**config.mk**
```make
export PLATFORM = sky130hd
export DESIGN_NAME = overload_crash_recover_monitor_top
export DESIGN_NICKNAME = d
export VERILOG_FILES = /design/src/sv/ocrm_pkg.sv /design/src/sv/ocrm_core.sv /design/src/sv/overload_crash_recover_monitor_top.sv
export SDC_FILE = /design/constraint.sdc
export NUM_CORES = 1
export LEC_CHECK = 0
export ABC_AREA = 1
export ABC_CLOCK_PERIOD_IN_PS = 4110
export BUFFER_PORTS_ARGS = -buffer_cell sky130_fd_sc_hd__buf_2
export CORE_MARGIN = 4
export CORE_UTILIZATION = 40
export CTS_CLUSTER_SIZE = 30
export DETAILED_ROUTE_END_ITERATION = 8
export GPL_TIMING_DRIVEN = 0
export HOLD_SLACK_MARGIN = 0.12
export PLACE_DENSITY_LB_ADDON = 0.2
export SKIP_LAST_GASP = 1
export SLEW_MARGIN = 15
export SYNTH_ARGS = -nofsm -noshare
export SYNTH_HDL_FRONTEND = slang
export SYNTH_SLANG_ARGS = --single-unit
export TNS_END_PERCENT = 5
```
**constraint.sdc**
```tcl
create_clock -name clock -period 4.11 [get_ports clock]
set_input_delay 0.822 -clock clock [delete_from_list [all_inputs] [get_ports clock]]
set_output_delay 0.822 -clock clock [all_outputs]
set_load 0.02 [all_outputs]
```
**src/sv/ocrm_pkg.sv**
```systemverilog
// Shared types and constants for the overload crash/recover monitor.
package ocrm_pkg;

   // Item kind carried on the request tuser
   typedef enum logic [1:0] {
      OP_ARRIVAL = 2'd0,
      OP_TICK    = 2'd1,
      OP_CRASH   = 2'd2,
      OP_RECOVER = 2'd3
   } opcode_type;

   // Up/crashed state
   typedef enum logic {
      ST_UP      = 1'b0,
      ST_CRASHED = 1'b1
   } state_type;

   // Configuration register indexes
   localparam int unsigned CSR_INDEX_BITS = 3;
   localparam logic [CSR_INDEX_BITS-1:0] CSR_AUTO_CRASH_ENABLE  = 3'd0;
   localparam logic [CSR_INDEX_BITS-1:0] CSR_OVERLOAD_THRESHOLD = 3'd1;
   localparam logic [CSR_INDEX_BITS-1:0] CSR_OVERLOAD_WINDOWS   = 3'd2;
   localparam logic [CSR_INDEX_BITS-1:0] CSR_RECOVERY_SECONDS   = 3'd3;
   localparam logic [CSR_INDEX_BITS-1:0] CSR_ATTACK_PORT        = 3'd4;

   // Register reset values
   localparam logic        RST_AUTO_CRASH_ENABLE  = 1'b0;
   localparam logic [15:0] RST_OVERLOAD_THRESHOLD = 16'd60;
   localparam logic [7:0]  RST_OVERLOAD_WINDOWS   = 8'd2;
   localparam logic [15:0] RST_RECOVERY_SECONDS   = 16'd10;
   localparam logic [15:0] RST_ATTACK_PORT        = 16'd9003;

   localparam int unsigned RSP_DATA_BITS = 56;

   // Configuration seen by the core
   typedef struct packed {
      logic        auto_crash_enable;
      logic [15:0] overload_threshold;
      logic [7:0]  overload_windows;
      logic [15:0] recovery_seconds;
      logic [15:0] attack_port;
   } cfg_type;

   // One result word
   typedef struct packed {
      logic        is_crashed;
      logic        recover_now;
      logic        crash_now;
      logic [15:0] window_packets;
      logic [31:0] sequence_number;
      logic        is_attack;
      logic        packet_accepted;
   } result_type;

endpackage

```
**src/sv/ocrm_core.sv**
```systemverilog
// Monitor state and single-pass per-word update logic.
module ocrm_core #(
   parameter int unsigned WINDOW_COUNT_BITS = 16
) (
   input  logic                   clock,
   input  logic                   reset,
   input  logic                   fire,
   input  ocrm_pkg::opcode_type   opcode,
   input  logic [15:0]            src_port,
   input  ocrm_pkg::cfg_type      cfg,
   output ocrm_pkg::result_type   result
);

   localparam logic [WINDOW_COUNT_BITS-1:0] WinMax = {WINDOW_COUNT_BITS{1'b1}};
   localparam logic [WINDOW_COUNT_BITS-1:0] WinOne = {{(WINDOW_COUNT_BITS-1){1'b0}}, 1'b1};

   ocrm_pkg::state_type            state_ff, state_in;
   logic [WINDOW_COUNT_BITS-1:0]   window_count_ff, window_count_in;
   logic [7:0]                     over_run_ff, over_run_in;
   logic [15:0]                    recovery_left_ff, recovery_left_in;
   logic [31:0]                    packet_sequence_ff, packet_sequence_in;

   logic [31:0] closed_ext;
   logic [7:0]  run_next;
   logic        accepted, attack, crash_now, recover_now;
   logic [15:0] win;

   assign closed_ext = 32'(window_count_ff);

   // Next state and datapath for the word being accepted
   always_comb begin
      state_in           = state_ff;
      window_count_in    = window_count_ff;
      over_run_in        = over_run_ff;
      recovery_left_in   = recovery_left_ff;
      packet_sequence_in = packet_sequence_ff;
      accepted           = 1'b0;
      attack             = 1'b0;
      crash_now          = 1'b0;
      recover_now        = 1'b0;
      win                = 16'd0;
      run_next           = 8'd0;
      case (opcode)
         ocrm_pkg::OP_ARRIVAL: begin
            if (state_ff == ocrm_pkg::ST_UP) begin
               accepted = 1'b1;
               if (window_count_ff != WinMax) begin
                  window_count_in = window_count_ff + WinOne;
               end
               packet_sequence_in = packet_sequence_ff + 32'd1;
               attack = (src_port == cfg.attack_port);
            end
         end
         ocrm_pkg::OP_TICK: begin
            window_count_in = '0;
            win = (closed_ext > 32'h0000_FFFF) ? 16'hFFFF : closed_ext[15:0];
            if (state_ff == ocrm_pkg::ST_CRASHED) begin
               // countdown; zero means no countdown running
               if (recovery_left_ff != 16'd0) begin
                  recovery_left_in = recovery_left_ff - 16'd1;
                  if (recovery_left_ff == 16'd1) begin
                     state_in        = ocrm_pkg::ST_UP;
                     window_count_in = '0;
                     over_run_in     = 8'd0;
                     recover_now     = 1'b1;
                  end
               end
            end else if (cfg.auto_crash_enable) begin
               if (closed_ext > 32'(cfg.overload_threshold)) begin
                  run_next = (over_run_ff != 8'hFF) ? over_run_ff + 8'd1 : over_run_ff;
               end else begin
                  run_next = 8'd0;
               end
               over_run_in = run_next;
               if (run_next >= cfg.overload_windows) begin
                  state_in         = ocrm_pkg::ST_CRASHED;
                  recovery_left_in = cfg.recovery_seconds;
                  crash_now        = 1'b1;
               end
            end
         end
         ocrm_pkg::OP_CRASH: begin
            if (state_ff == ocrm_pkg::ST_UP) begin
               state_in         = ocrm_pkg::ST_CRASHED;
               recovery_left_in = cfg.recovery_seconds;
               crash_now        = 1'b1;
            end
         end
         ocrm_pkg::OP_RECOVER: begin
            if (state_ff == ocrm_pkg::ST_CRASHED) begin
               state_in         = ocrm_pkg::ST_UP;
               recovery_left_in = 16'd0;
               window_count_in  = '0;
               over_run_in      = 8'd0;
               recover_now      = 1'b1;
            end
         end
         default: begin
         end
      endcase
   end

   // Result word
   always_comb begin
      result.packet_accepted = accepted;
      result.is_attack       = attack;
      result.sequence_number = accepted ? packet_sequence_in : 32'd0;
      result.window_packets  = win;
      result.crash_now       = crash_now;
      result.recover_now     = recover_now;
      result.is_crashed      = (state_in == ocrm_pkg::ST_CRASHED);
   end

   // State registers, updated only when a word is taken
   always_ff @(posedge clock) begin
      if (reset) begin
         state_ff           <= ocrm_pkg::ST_UP;
         window_count_ff    <= '0;
         over_run_ff        <= 8'd0;
         recovery_left_ff   <= 16'd0;
         packet_sequence_ff <= 32'd0;
      end else if (fire) begin
         state_ff           <= state_in;
         window_count_ff    <= window_count_in;
         over_run_ff        <= over_run_in;
         recovery_left_ff   <= recovery_left_in;
         packet_sequence_ff <= packet_sequence_in;
      end
   end

endmodule

```
**src/sv/overload_crash_recover_monitor_top.sv**
```systemverilog
// Top level of the packet-rate overload monitor with crash and recovery.
//
//  channel | direction | handshake              | payload
//  --------+-----------+------------------------+-------------------------------------------
//  req     | in        | req_tvalid/req_tready  | tuser: opcode; tdata: src_port
//  rsp     | out       | rsp_tvalid/rsp_tready  | tdata: one result word per request word
//  csr     | in        | csr_valid/csr_ready    | csr_index, csr_wdata (always ready)
//
// One word per cycle; a result appears in rsp_tdata in the cycle after its request word
// is taken. The state update and result are one level of logic in front of the
// result register. req_tready drops only while a result is held by rsp_tready low.
// Synchronous active-high reset clears the state and loads register defaults.
module overload_crash_recover_monitor_top #(
   parameter int unsigned WINDOW_COUNT_BITS = 16
) (
   input  logic        clock,
   input  logic        reset,
   // request
   input  logic        req_tvalid,
   output logic        req_tready,
   input  logic [15:0] req_tdata,   // [15:0] src_port
   input  logic [1:0]  req_tuser,   // [1:0] opcode
   // result
   output logic        rsp_tvalid,
   input  logic        rsp_tready,
   output logic [ocrm_pkg::RSP_DATA_BITS-1:0] rsp_tdata,
   // [0] packet_accepted, [1] is_attack, [33:2] sequence_number,
   // [49:34] window_packets, [50] crash_now, [51] recover_now, [52] is_crashed, [55:53] 0
   // configuration
   input  logic        csr_valid,
   output logic        csr_ready,
   input  logic [ocrm_pkg::CSR_INDEX_BITS-1:0] csr_index,
   input  logic [15:0] csr_wdata
);

   ocrm_pkg::cfg_type    cfg_ff;
   ocrm_pkg::result_type result;
   logic                 fire;
   logic                 rsp_valid_ff;
   logic [ocrm_pkg::RSP_DATA_BITS-1:0] rsp_data_ff;

   assign csr_ready  = 1'b1;
   assign req_tready = !rsp_valid_ff || rsp_tready;
   assign fire       = req_tvalid && req_tready;
   assign rsp_tvalid = rsp_valid_ff;
   assign rsp_tdata  = rsp_data_ff;

   // Configuration registers
   always_ff @(posedge clock) begin
      if (reset) begin
         cfg_ff.auto_crash_enable  <= ocrm_pkg::RST_AUTO_CRASH_ENABLE;
         cfg_ff.overload_threshold <= ocrm_pkg::RST_OVERLOAD_THRESHOLD;
         cfg_ff.overload_windows   <= ocrm_pkg::RST_OVERLOAD_WINDOWS;
         cfg_ff.recovery_seconds   <= ocrm_pkg::RST_RECOVERY_SECONDS;
         cfg_ff.attack_port        <= ocrm_pkg::RST_ATTACK_PORT;
      end else if (csr_valid && csr_ready) begin
         case (csr_index)
            ocrm_pkg::CSR_AUTO_CRASH_ENABLE:  cfg_ff.auto_crash_enable  <= csr_wdata[0];
            ocrm_pkg::CSR_OVERLOAD_THRESHOLD: cfg_ff.overload_threshold <= csr_wdata;
            ocrm_pkg::CSR_OVERLOAD_WINDOWS:   cfg_ff.overload_windows   <= csr_wdata[7:0];
            ocrm_pkg::CSR_RECOVERY_SECONDS:   cfg_ff.recovery_seconds   <= csr_wdata;
            ocrm_pkg::CSR_ATTACK_PORT:        cfg_ff.attack_port        <= csr_wdata;
            default: begin
            end
         endcase
      end
   end

   ocrm_core #(
      .WINDOW_COUNT_BITS (WINDOW_COUNT_BITS)
   ) u_core (
      .clock    (clock),
      .reset    (reset),
      .fire     (fire),
      .opcode   (ocrm_pkg::opcode_type'(req_tuser)),
      .src_port (req_tdata),
      .cfg      (cfg_ff),
      .result   (result)
   );

   // Result register; refilled whenever a request word is taken
   always_ff @(posedge clock) begin
      if (reset) begin
         rsp_valid_ff <= 1'b0;
      end else if (fire) begin
         rsp_valid_ff <= 1'b1;
      end else if (rsp_tready) begin
         rsp_valid_ff <= 1'b0;
      end
   end

   always_ff @(posedge clock) begin
      if (fire) begin
         rsp_data_ff <= {3'b000, result.is_crashed, result.recover_now, result.crash_now,
                         result.window_packets, result.sequence_number,
                         result.is_attack, result.packet_accepted};
      end
   end

endmodule

```
==> Word-level counts from Yosys, hierarchy flattened <==
Index checks and enable logic that the tools add are counted.
{ "op_classes": {"n_addsub": 4, "eq_ne": 19, "bitwise": 1, "n_reduce_logical": 19, "mux": 41, "n_lt_le_gt_ge": 3} }
{ "ops": {"columns": ["cell", "n"], "rows": [
  ["16-bit 2-to-1 mux", 9],
  ["16-bit one-hot mux with 3 select lines", 2],
  ["8-bit 2-to-1 mux", 10],
  ["32-bit 2-to-1 mux", 2],
  ["32-bit by 1-bit adder with 32-bit output (second input constant)", 1],
  ["16-bit by 1-bit adder with 16-bit output (second input constant)", 1],
  ["16-bit by 1-bit == test with 1-bit output (second input constant)", 1],
  ["16-bit == test", 1],
  ["16-bit greater-than comparator", 1],
  ["16-bit greater-than comparator (second input constant)", 1],
  ["16-bit != test (second input constant)", 1],
  ["8-bit one-hot mux with 2 select lines", 1],
  ["16-bit nonzero test", 1],
  ["16-bit by 1-bit subtractor with 16-bit output (second input constant)", 1],
  ["1-bit 2-to-1 mux", 14],
  ["2-bit AND reduction", 5],
  ["8-bit by 1-bit adder with 8-bit output (second input constant)", 1],
  ["8-bit greater-or-equal comparator", 1],
  ["8-bit != test (second input constant)", 1],
  ["7-bit AND reduction", 1],
  ["3-bit by 2-bit == test with 1-bit output (second input constant)", 2],
  ["3-bit != test (second input constant)", 2],
  ["6-bit AND reduction", 1],
  ["3-bit nonzero test", 2],
  ["19 further kinds", 24]
]} }
{ "totals": {"register_bits": 184} }

==> Longest topological paths before layout <==
Gate-level depths: netlist of the first run.
{ "logic_depth": {"word_depth": 11, "depth_mapped": 26} }

==> Hierarchy <==
From an unflattened synthesis of the first run, not the netlist that was laid out.
{ "unflattened": {"hier_cells": 1434, "area_unflattened_um2": 10156.0} }
{ "by_module_without_submodules": {"columns": ["module", "area_per_inst_um2", "cells_per_inst", "instances", "seq_area_each_um2"], "rows": [
  ["ocrm_core", 6195.9, 1041, 1, 1461.4],
  ["overload_crash_recover_monitor_top", 3960.0, 393, 1, 2752.6]
]} }

==> Worst setup path before layout of the first run <==
Ideal clock, no wire load.
{ "synth_timing": {"path_kind": "input-to-reg", "start": "in rsp_tready", "end": "reg rsp_data_ff (netlist bit rsp_tdata[0]), enable pin", "setup_slack_ns": 0.481, "n_path_buf": 2, "setup_ns": 0.438, "required_ns": 3.672, "arrival_time_ns": 3.191, "path_stages": 6, "path_cell_list": "inv_1 nand2_1 nand2_2 inv_2 clkbuf_1 clkbuf_1"} }
{ "synth_between": {"elab_chain_cells": 2} }
{ "synth_rtl": {"columns": ["item", "line", "text"], "rows": [
  ["start, declared", "overload_crash_recover_monitor_top.sv:25", "input logic rsp_tready,"],
  ["1-bit logical OR", "overload_crash_recover_monitor_top.sv:43", "assign req_tready = !rsp_valid_ff || rsp_tready;"],
  ["net req_tready", "overload_crash_recover_monitor_top.sv:20", "output logic req_tready,"],
  ["1-bit logical AND", "overload_crash_recover_monitor_top.sv:44", "assign fire = req_tvalid && req_tready;"],
  ["net fire", "overload_crash_recover_monitor_top.sv:38", "logic fire;"],
  ["end signal, assigned", "overload_crash_recover_monitor_top.sv:94", "rsp_data_ff <= {3'b000, result.is_crashed, result.recover_now, result.crash_now,"],
  ["end, declared", "overload_crash_recover_monitor_top.sv:40", "logic [ocrm_pkg::RSP_DATA_BITS-1:0] rsp_data_ff;"]
]} }
The timed path passes the listed nets, and every way through them passes these cells.
A chain may end at the register's enable or synchronous reset.

==> results by group, run 1 <==
Routing
  – Post-DRT Antenna Nets: 0
  – 1st-iter DRT viols: 525
  – Metal3 WL: 1.14 mm
  – Routed WL: 25.7 mm
  – Met2 WL: 12.1 mm
  – Drt wl/cell: 14.4 µm
  – WL met1: 12.1 mm
  – Via count: 8,717
  – First drt pass iteration count: 5
  – DR top layer: met4
  – Drt via density: 4.89
  – Drc violations: 0

Global routing
  – First-pass GRT wire length: 41.2 mm
  – Largest net degree at the start of global routing: 35
  – Global router's overall resource usage: 19.1%
  – Vias in the first global route: 7,985
  – Initial antenna violation count: 0
  – Grt ovf: 0

Place
  – Number of buffers added on ports: 95
  – Dpl cells: 1,749
  – Routability cong.: 0.886
  – Dpl hpwl: 19.3 mm

Timing
  – Slew @ Worst Pin: 0.899 ns
  – Final setup vio count: 0
  – RSZ-0062 raised after global routing: false
  – Fin crit period: 3.30 ns
  – Final TNS setup: 0 ns
  – Clock Skew: 0.0111 ns
  – Period utilization: 80.3%
  – Rel. slew slack: 40.1%
  – Final Hold Viols: 0
  – Achievable clock frequency: 303 MHz
  – Slew Limit Fails: 0
  – Final hold slack: 0.461 ns

Synthesis
  – Flops & latches, synth: 184
  – Seq/Total Area, Yosys: 43.0%
  – Main synth FF type: dfxtp_1
  – Synth cell types: 47
  – Synth top area cells: dfxtp_1 27%, edfxtp_1 16%, nand2_1 9.9%
  – Post-synth EDFFs: 53
  – Synth Instances: 1,327
  – Asr flop ratio synth: 0%
  – Synth Cell Area: 0.00980 mm²
  – Yosys top cell area share: 26.7%
  – Cell taking the most area after synthesis: dfxtp_1
  – Syn Area/Cell: 7.39 µm²
  – Warnings from Yosys: 0

Worst hold path
  – Hold path start: cfg_ff[21]
  – Hold Path Depth: 2
  – Hold endpoint: cfg_ff[21]
  – Hold/Removal Path Class: register to register

Power and ir drop
  – Peak supply drop: 0.223 mV
  – Power Total: 0.00424 W
  – Pwr Density: 376 mW/mm²
  – LEAKAGE: 4.98 nW

Die
  – Chip height: 165 µm
  – # rows: 57
  – Initial core utilization: 40.4%
  – Core area: 0.0242 mm²
  – I/O pin count: 101
  – Die area: 0.0271 mm²
  – Chip width: 165 µm

Critical path
  – Worst R2R Setup Slack: 0.81 ns
  – R2R depth: 18
  – WS Path Type: register to register
  – Startpoint types: register
  – Setup crit start: u_core.window_count_ff[15]
  – Worst flop-to-flop path startpoint: u_core.window_count_ff[15]
  – Largest fanout on the critical path: 10
  – Crit. End Element: register
  – Worst Path Arrival: 3.63 ns
  – Reg-to-reg endpoint: u_core.recovery_left_ff[13]
  – CP required: 4.44 ns

Layout
  – Non-Filler Instances: 1,781
  – Share of cells above drive strength 1: 12.6%
  – Area growth syn-to-layout: 15.3%
  – Commonest non-fill, non-tap cell in the layout: nand2_1
  – Core Util, Final: 46.6%
  – Fill count: 2,503
  – Net count, final: 1,520
  – ANT cells: 0
  – Commonest non-fill, non-tap cells in the layout: 259 x nand2_1, 192 x nor2_1, 180 x inv_1

Clocking
  – CTS tree: yes
  – CTS buffer count: 17
  – CTS Hold Buffers Added: 0
  – Post-cts repair resize count: 0
  – Setup Buffers After CTS: 0
  – H-tree depth: 4
  – CTS clk-pin slew, worst paths: 0.07 ns
  – Clock latency on the worst-skew pair: 0.44 ns
  – Root Buffer: clkbuf_16
  – Bufs on Longest Clock Path: 2
  – CTS Sinks: 184

Outcome
  – Status: finished, final reports clean

Flow run
  – Max-Cap Viols: 0
## cells by family after synthesis
group	synth area share [%]
AOI/OAI and AO/OA	13.9
xor gates and xnor gates	3.04
adders and majority gates	4.34
buffers and inverters	9.62
DFF	43.0
other	0.0766
and+or+nand+nor	26.0
## flip-flops by register name, indices dropped and copies added, names as in the netlist
| register | count |
|---|---|
| cfg_ff | 57 |
| rsp_tdata | 53 |
| rsp_tvalid | 1 |
| u_core.over_run_ff | 8 |
| u_core.packet_sequence_ff | 32 |
| u_core.recovery_left_ff | 16 |
| u_core.state_ff | 1 |
| u_core.window_count_ff | 16 |
## routing by layer
layer	global-route usage, %	vias to the layer above
met5	0	-
met4	4.91	0
met3	2.80	30
met2	32.5	197
met1	25.6	3948
li1	-	4542
## report_power, final
part	leakage [nW]	switching (W)	internal (W)	total, W
clock network	0.293	0.000758	0.000891	0.00165
registers	1.61	0.0000582	0.00195	0.00201
logic	3.08	0.000397	0.000185	0.000582
## through the flow
step	area, µm²	setup slack [ns]
after global routing	11300	0.371
after CTS	11300	0.801
after detailed placement	10700	0.808
final	11300	0.809
after floorplan	9810	0.481
after global placement	10700	-0.718
## layout make-up
type	instances	area [µm²]	area share, %
Buffer	49	251	2.23
Clock buffer	23	509	4.51
Clock inverter	9	75.1	0.664
Inverter	185	696	6.16
Multi-Input combinational cell	911	4650	41.2
Sequential cell	184	4210	37.3
Tap cell	324	405	3.59
Timing Repair Buffer	96	495	4.38
## worst max path at each step
stage / end / slack, ns
finish: u_core.recovery_left_ff[13] / 0.81
floorplan: rsp_tdata[0] / 0.48
global placement: rsp_tdata[36] / -0.72
global route: u_core.recovery_left_ff[13] / 0.37
detailed placement: u_core.recovery_left_ff[0] / 0.81
CTS: u_core.recovery_left_ff[0] / 0.80
## worst max-delay path: stages (launching register included)
cell	delay, ns
dfxtp_1	0.37
ha_1	0.32
nand2_1	0.08
nor4_1	0.37
nand3_1	0.33
nand3_1	0.21
inv_1	0.06
ha_1	0.28
a21oi_1	0.16
nor2_1	0.05
nor2_1	0.09
nand3_1	0.14
nor2_1	0.12
nand2_1	0.09
nand2_2	0.17
buf_6	0.17
nand2_1	0.06
nand2_1	0.06
nor2_1	0.06
## cells in the mapped netlist (5+ instances only)
cell      instances
clkbuf_1         29
nand4_1          16
nand3_1          72
buf_4             5
buf_2             5
xor2_1           21
o21ai_0         103
nor3_1           14
o22ai_1           5
dfxtp_1         131
inv_1           180
xnor2_1          13
o211ai_1         16
nand2_2           8
nor2_2            6
nor4_1            5
a21oi_1         102
a21oi_2           9
ha_1             34
nand2_1         259
nor2_1          192
edfxtp_1         53
buf_1             6
(Power assumes the default switching activity.)
==> run 2, diff against run 1 <==
--- a/config.mk
+++ b/config.mk
@@ -6,7 +6,7 @@
 export NUM_CORES = 1
 export LEC_CHECK = 0
 export ABC_AREA = 1
-export ABC_CLOCK_PERIOD_IN_PS = 4110
+export ABC_CLOCK_PERIOD_IN_PS = 3100
 export BUFFER_PORTS_ARGS = -buffer_cell sky130_fd_sc_hd__buf_2
 export CORE_MARGIN = 4
 export CORE_UTILIZATION = 40
==> constraint.sdc (replaced) <==
create_clock -name clock -period 3.1 [get_ports clock]
set_input_delay 0.62 -clock clock [delete_from_list [all_inputs] [get_ports clock]]
set_output_delay 0.62 -clock clock [all_outputs]
set_load 0.02 [all_outputs]
==> results by group, run 2 (same netlist as run 1, synthesis figures left out) <==
Outcome
  – Status: finished, final reports clean (unchanged)

Clocking
  – Bufs on Longest Clock Path: 2 (unchanged)
  – Clock latency on the worst-skew pair: 0.44 ns (about the same)
  – CTS tree: yes (unchanged)
  – CTS buffer count: 17 (unchanged)
  – H-tree depth: 4 (unchanged)
  – Root Buffer: clkbuf_16 (unchanged)
  – CTS clk-pin slew, worst paths: 0.07 ns (about the same)
  – CTS Sinks: 184 (unchanged)

Routing
  – WL met1: 11.8 mm (was 12.1 mm)
  – Drt wl/cell: 14.7 µm (was 14.4 µm)
  – Metal3 WL: 1.37 mm (was 1.14 mm)
  – Met2 WL: 12.8 mm (was 12.1 mm)
  – Drt via density: 4.96 (was 4.89)
  – Via count: 8,900 (was 8,717)
  – First drt pass iteration count: 5 (unchanged)
  – DR top layer: met5 (was met4)
  – Post-DRT Antenna Nets: 0 (unchanged)
  – Routed WL: 26.3 mm (was 25.7 mm)
  – Drc violations: 0 (unchanged)
  – 1st-iter DRT viols: 635 (was 525)

Timing
  – Worst setup margin: 0.0865 ns (was 0.809 ns)
  – Final hold slack: 0.461 ns (about the same)
  – Slew @ Worst Pin: 0.850 ns (was 0.899 ns)
  – Clock Skew: 0.0153 ns (was 0.0111 ns)
  – Final Hold Viols: 0 (unchanged)
  – Achievable clock frequency: 332 MHz (was 303 MHz)
  – Final setup vio count: 0 (unchanged)
  – Period utilization: 97.2% (was 80.3%)
  – Fin crit period: 3.01 ns (was 3.30 ns)
  – Slew Limit Fails: 0 (unchanged)
  – RSZ-0062 raised after global routing: true (was false)
  – Rel. slew slack: 43.3% (was 40.1%)

Die
  – I/O pin count: 101 (unchanged)
  – Die area: 0.0271 mm² (unchanged)
  – Chip width: 165 µm (unchanged)
  – Initial core utilization: 40.4% (unchanged)
  – # rows: 57 (unchanged)
  – Chip height: 165 µm (unchanged)
  – Core area: 0.0242 mm² (unchanged)

Power and ir drop
  – LEAKAGE: 5.10 nW (was 4.98 nW)
  – Pwr Density: 478 mW/mm² (was 376 mW/mm²)
  – Combinational power share: 14.6% (was 13.7%)
  – Seq pwr share: 47.4% (about the same)
  – Switching power: 0.00162 W (was 0.00121 W)
  – Switching share of power: 28.8% (was 28.6%)
  – Peak supply drop: 0.307 mV (was 0.223 mV)
  – Clock share of power: 38.0% (was 38.8%)
  – Int Power: 0.00400 W (was 0.00303 W)

Layout
  – ANT cells: 0 (unchanged)
  – Biggest register: cfg_ff (unchanged)
  – Commonest non-fill, non-tap cell in the layout: nand2_1 (unchanged)
  – Number of flip-flops in the largest register: 57 (unchanged)
  – Share of cells above drive strength 1: 18.2% (was 12.6%)
  – Fin area: 0.0118 mm² (was 0.0113 mm²)
  – Net count, final: 1,533 (was 1,520)
  – Area growth syn-to-layout: 20.0% (was 15.3%)
  – Commonest non-fill, non-tap cells in the layout: 247 x nand2_1, 189 x nor2_1, 171 x inv_1 (was 259 x nand2_1, 192 x nor2_1, 180 x inv_1)

Critical path
  – WS Path Type: register to register (unchanged)
  – Largest fanout on the critical path: 8 (was 10)
  – Ordered list of cells on the worst path: inv_2, ha_1, nand2_2, nor4_4, nand3_1, buf_6, nand3_2, inv_2, ha_4, nand2_1, nor2_2, nand4_1, nand3_2, nor2_1, nand2_1, nand2_4, clkbuf_16, o21ai_1, nor2_1 (was ha_1, nand2_1, nor4_1, nand3_1, nand3_1, inv_1, ha_1, a21oi_1, nor2_1, nor2_1, nand3_1, nor2_1, nand2_1, nand2_2, buf_6, nand2_1, nand2_1, nor2_1)
  – Worst R2R Setup Slack: 0.09 ns (was 0.81 ns)
  – Worst Path Buf+Inv: 4 (was 2)
  – Reg-to-reg endpoint: u_core.recovery_left_ff[0] (was u_core.recovery_left_ff[13])
  – Startpoint types: register (unchanged)
  – Crit. End Element: register (unchanged)
  – Setup crit start: cfg_ff[54] (was u_core.window_count_ff[15])
  – R2R depth: 19 (was 18)
  – CP max-delay cell: dfxtp_2 (was dfxtp_1)
  – CP delay by family, top: simple AND/OR/NAND/NOR gates (unchanged)
  – Worst Path Arrival: 3.32 ns (was 3.63 ns)
  – Worst flop-to-flop path startpoint: cfg_ff[54] (was u_core.window_count_ff[15])
  – CP required: 3.40 ns (was 4.44 ns)
  – Slowest cell delay on critical path: 0.32 ns (was 0.37 ns)

Place
  – Number of buffers added on ports: 95 (unchanged)
  – Routability cong.: 0.875 (was 0.886)
  – Dpl hpwl: 19.3 mm (about the same)
  – Area after DPL: 0.0107 mm² (unchanged)
  – Setup WS pre-CTS: -0.312 ns (was 0.808 ns)

Global routing
  – Largest net degree at the start of global routing: 36 (was 35)
  – Global router's overall resource usage: 19.3% (was 19.1%)
  – First-pass GRT wire length: 41.8 mm (was 41.2 mm)
  – Initial antenna violation count: 1 (was 0)
  – Grt ovf: 0 (unchanged)
  – Vias in the first global route: 8,292 (was 7,985)

Worst hold path
  – Hold Path Depth: 2 (unchanged)
  – Hold endpoint: cfg_ff[38] (was cfg_ff[21])
  – Hold path start: cfg_ff[38] (was cfg_ff[21])
  – Hold/Removal Path Class: register to register (unchanged)

Flow run
  – Max-Cap Viols: 0 (unchanged)
[run 2: changes by cell type in the layout (fill, tap and decap cells not counted), moves of 9 or more]
| cell | change |
|---|---|
| ha_4 | +11 |
| dfxtp_1 | -20 |
| nand2_1 | -12 |
| inv_1 | -9 |
| inv_2 | +9 |
| nand2_2 | +9 |
| ha_1 | -13 |
| dfxtp_2 | +11 |
| dfxtp_4 | +9 |
| nand3_1 | -9 |
| buf_4 | +9 |
[run 2: repair_timing]
| item | in CTS | in global routing |
|---|---|---|
| setup buffers | 1 | 10 |
| endpoints found under the setup margin | 17 | 18 |
| pin swaps | 2 | 26 |
| gates cloned | 0 | 2 |
| resized for setup | 7 | 88 |
| hold buffers | 0 | 0 |
[run 2: cell type report]
type,count,area (µm²)
Buffer,49,259
Fill cell,2468,12500
Sequential cell,184,4260
Tap cell,324,405
Clock buffer,20,447
Inverter,185,696
Clock inverter,12,119
Timing Repair Buffer,109,636
Multi-Input combinational cell,911,4940
[run 2: worst max-delay path by stage]
stage / end / slack, ns / cells past startpoint
global route: u_core.recovery_left_ff[0] / -0.1 / 19
floorplan: u_core.recovery_left_ff[0] / 0.34 / 17
global placement: u_core.recovery_left_ff[14] / -0.29 / 17
finish: u_core.recovery_left_ff[0] / 0.09 / 19
detailed placement: u_core.recovery_left_ff[0] / -0.31 / 17
CTS: u_core.recovery_left_ff[0] / 0.01 / 18
[run 2: layer usage]
metal,global-route usage (%),up-vias
met4,4.91,2
met1,25.0,4112
li1,-,4560
met5,0,-
met3,3.24,35
met2,33.5,191
[run 2: tightest hold or removal path: stages, from the launching register on]
cell and delay, ns:
dfxtp_1 0.30, inv_1 0.06, a21oi_1 0.06
[run 2: power by group through the flow]
stage | combinational [W] | sequential, W | clock [W]
2_1_floorplan | 0.000481 | 0.00276 | 0
6_report | 0.000821 | 0.00266 | 0.00214
3_3_place_gp | 0.000762 | 0.00272 | 0
3_5_place_dp | 0.000775 | 0.00272 | 0
5_1_grt | 0.000922 | 0.00268 | 0.00228
4_1_cts | 0.000784 | 0.00267 | 0.00218
[run 2: stage by stage]
stage / cells / TNS (ns) / power [W] / utilization, %
after floorplan: 1329 / 0 / 0.00324 / -
after global routing: 1794 / -1.03 / 0.00588 / 48.5
after global placement: 1748 / -13.18 / 0.00349 / 44.1
after detailed placement: 1749 / -4.43 / 0.00350 / 44.2
after CTS: 1782 / 0 / 0.00563 / 46.7
final: 1794 / 0 / 0.00562 / 48.5
==> run 3, diff against run 2 <==
--- a/config.mk
+++ b/config.mk
@@ -15,6 +15,7 @@
 export GPL_TIMING_DRIVEN = 0
 export HOLD_SLACK_MARGIN = 0.12
 export PLACE_DENSITY_LB_ADDON = 0.2
+export REMOVE_ABC_BUFFERS = 1
 export SKIP_LAST_GASP = 1
 export SLEW_MARGIN = 15
 export SYNTH_ARGS = -nofsm -noshare
==> results by group, run 3 (same netlist as run 1, synthesis figures left out) <==
Outcome
  – Status: finished, final reports clean (unchanged)

Timing
  – Rel. slew slack: 35.8% (was 43.3%)
  – Final hold slack: 0.452 ns (was 0.461 ns)
  – Final TNS setup: 0 ns (unchanged)
  – Final setup vio count: 0 (unchanged)
  – Worst setup margin: 0.127 ns (was 0.0865 ns)
  – RSZ-0062 raised after global routing: true (unchanged)
  – Slew @ Worst Pin: 0.963 ns (was 0.850 ns)
  – Fin crit period: 2.97 ns (was 3.01 ns)
  – Slew Limit Fails: 0 (unchanged)
  – Period utilization: 95.9% (was 97.2%)
  – Clock Skew: 0.0149 ns (was 0.0153 ns)
  – Achievable clock frequency: 336 MHz (was 332 MHz)
  – Final Hold Viols: 0 (unchanged)

Place
  – Routability cong.: 0.816 (was 0.875)
  – Dpl cells: 1,703 (was 1,749)
  – Dpl hpwl: 16.8 mm (was 19.3 mm)
  – Setup WS pre-CTS: -0.620 ns (was -0.312 ns)
  – Number of buffers added on ports: 96 (was 95)

Critical path
  – Worst Path Buf+Inv: 2 (was 4)
  – Worst flop-to-flop path startpoint: cfg_ff[43] (was cfg_ff[54])
  – CP required: 3.43 ns (was 3.40 ns)
  – Startpoint types: register (unchanged)
  – Setup crit start: cfg_ff[43] (was cfg_ff[54])
  – Worst R2R Setup Slack: 0.13 ns (was 0.09 ns)
  – Crit. End Element: register (unchanged)
  – Reg-to-reg endpoint: u_core.recovery_left_ff[6] (was u_core.recovery_left_ff[0])
  – WS Path Type: register to register (unchanged)
  – CP max-delay cell: dfxtp_1 (was dfxtp_2)
  – Slowest cell delay on critical path: 0.31 ns (was 0.32 ns)
  – R2R depth: 17 (was 19)
  – CP delay by family, top: simple AND/OR/NAND/NOR gates (unchanged)
  – Worst Path Arrival: 3.31 ns (was 3.32 ns)
  – Largest fanout on the critical path: 8 (unchanged)
  – Ordered list of cells on the worst path: inv_1, ha_4, nand2_2, nor4_4, nand3_4, nand3_2, inv_2, ha_4, nand2_2, nor2_4, nand4_1, nand3_4, nor2_4, nand2_4, nand2_4, o21ai_0, nor2_1 (was inv_2, ha_1, nand2_2, nor4_4, nand3_1, buf_6, nand3_2, inv_2, ha_4, nand2_1, nor2_2, nand4_1, nand3_2, nor2_1, nand2_1, nand2_4, clkbuf_16, o21ai_1, nor2_1)

Worst hold path
  – Hold Path Depth: 2 (unchanged)
  – Hold endpoint: cfg_ff[21] (was cfg_ff[38])
  – Hold path start: cfg_ff[21] (was cfg_ff[38])
  – Hold/Removal Path Class: register to register (unchanged)

Global routing
  – Initial antenna violation count: 0 (was 1)
  – Largest net degree at the start of global routing: 70 (was 36)
  – First-pass GRT wire length: 38.6 mm (was 41.8 mm)
  – Global router's overall resource usage: 17.8% (was 19.3%)
  – Vias in the first global route: 7,720 (was 8,292)
  – Grt ovf: 0 (unchanged)

Power and ir drop
  – LEAKAGE: 4.97 nW (was 5.10 nW)
  – Power Total: 0.00556 W (was 0.00562 W)
  – Pwr Density: 480 mW/mm² (was 478 mW/mm²)
  – Switching power: 0.00164 W (was 0.00162 W)
  – Clock share of power: 38.1% (was 38.0%)
  – Peak supply drop: 0.319 mV (was 0.307 mV)
  – Switching share of power: 29.5% (was 28.8%)
  – Seq pwr share: 48.0% (was 47.4%)
  – Int Power: 0.00392 W (was 0.00400 W)
  – Combinational power share: 13.8% (was 14.6%)

Die
  – Core area: 0.0242 mm² (unchanged)
  – Initial core utilization: 40.4% (unchanged)
  – I/O pin count: 101 (unchanged)
  – Chip height: 165 µm (unchanged)
  – Die area: 0.0271 mm² (unchanged)
  – # rows: 57 (unchanged)
  – Chip width: 165 µm (unchanged)

Layout
  – Share of cells above drive strength 1: 18.2% (about the same)
  – Biggest register: cfg_ff (unchanged)
  – Commonest non-fill, non-tap cells in the layout: 247 x nand2_1, 185 x nor2_1, 172 x inv_1 (was 247 x nand2_1, 189 x nor2_1, 171 x inv_1)
  – Commonest non-fill, non-tap cell in the layout: nand2_1 (unchanged)
  – Net count, final: 1,486 (was 1,533)
  – ANT cells: 0 (unchanged)
  – Area growth syn-to-layout: 18.2% (was 20.0%)
  – Non-Filler Instances: 1,747 (was 1,794)
  – Number of flip-flops in the largest register: 57 (unchanged)

Clocking
  – CTS Sinks: 184 (unchanged)
  – Bufs on Longest Clock Path: 2 (unchanged)
  – Clock latency on the worst-skew pair: 0.44 ns (about the same)
  – CTS tree: yes (unchanged)
  – CTS Hold Buffers Added: 0 (unchanged)
  – Root Buffer: clkbuf_16 (unchanged)
  – CTS buffer count: 17 (unchanged)
  – CTS clk-pin slew, worst paths: 0.08 ns (was 0.07 ns)
  – H-tree depth: 4 (unchanged)

Routing
  – Via count: 8,571 (was 8,900)
  – First drt pass iteration count: 5 (unchanged)
  – Drt wl/cell: 14.0 µm (was 14.7 µm)
  – Drt via density: 4.91 (was 4.96)
  – Drc violations: 0 (unchanged)
  – 1st-iter DRT viols: 471 (was 635)
  – Routed WL: 24.4 mm (was 26.3 mm)
  – Post-DRT Antenna Nets: 0 (unchanged)

Flow run
  – Max-Cap Viols: 0 (unchanged)
==> run 3: cell count changes in the layout (fill, tap and decap cells not counted), moves of 3 or more <==
cell and delta:
inv_8 +4, inv_2 -3, buf_2 -4, buf_4 -5
buf_1 -6, dfxtp_4 -4, nor2_1 -4, o21ai_0 -3
clkbuf_1 -30
==> run 3: cell type report <==
class,count,area [µm²]
Timing Repair Buffer,109,618
Multi-Input combinational cell,913,5040
Tap cell,324,405
Inverter,185,704
Sequential cell,184,4250
Fill cell,2445,12700
Clock buffer,18,439
Clock inverter,14,133
==> run 3: power by group through the flow <==
| stage | logic, W | registers (W) | clock network (W) |
|---|---|---|---|
| after CTS | 0.000743 | 0.00267 | 0.00218 |
| after global placement | 0.000707 | 0.00273 | 0 |
| after floorplan | 0.000443 | 0.00276 | 0 |
| final | 0.000769 | 0.00267 | 0.00212 |
| after detailed placement | 0.000722 | 0.00273 | 0 |
| after global routing | 0.000866 | 0.00268 | 0.00229 |
==> run 3: worst max-delay path by stage <==
stage,end,depth (start not counted)
after CTS,rsp_tdata[52],20
after global routing,u_core.recovery_left_ff[0],18
after floorplan,u_core.recovery_left_ff[10],9
final,u_core.recovery_left_ff[6],17
after detailed placement,u_core.recovery_left_ff[6],17
after global placement,u_core.window_count_ff[5],4
==> run 3: what timing repair did <==
| item | in CTS | in global routing |
|---|---|---|
| gates cloned | 2 | 0 |
| gates resized for setup | 17 | 87 |
| setup buffers | 1 | 9 |
| pin swaps | 6 | 24 |
| setup endpoints to repair | 19 | 20 |
==> run 3: worst min-delay path: stages, from the launching register on <==
cell	delay, ns
dfxtp_1	0.30
inv_1	0.05
a21oi_1	0.06
==> run 3: per-layer routing <==
layer,GRT usage (%),wire length (µm),vias to the layer above
li1,-,-,4477
met1,23.8,11500,3919
met2,29.9,11800,155
met3,3.44,977,20
met4,4.16,194,0
met5,0,0,-
==> run 3: metrics by stage <==
stage	utilization, %	cell area (µm²)
after detailed placement	43.4	10500
after global placement	43.1	10500
after floorplan	-	9560
after global routing	47.8	11600
final	47.8	11600
after CTS	46.1	11200
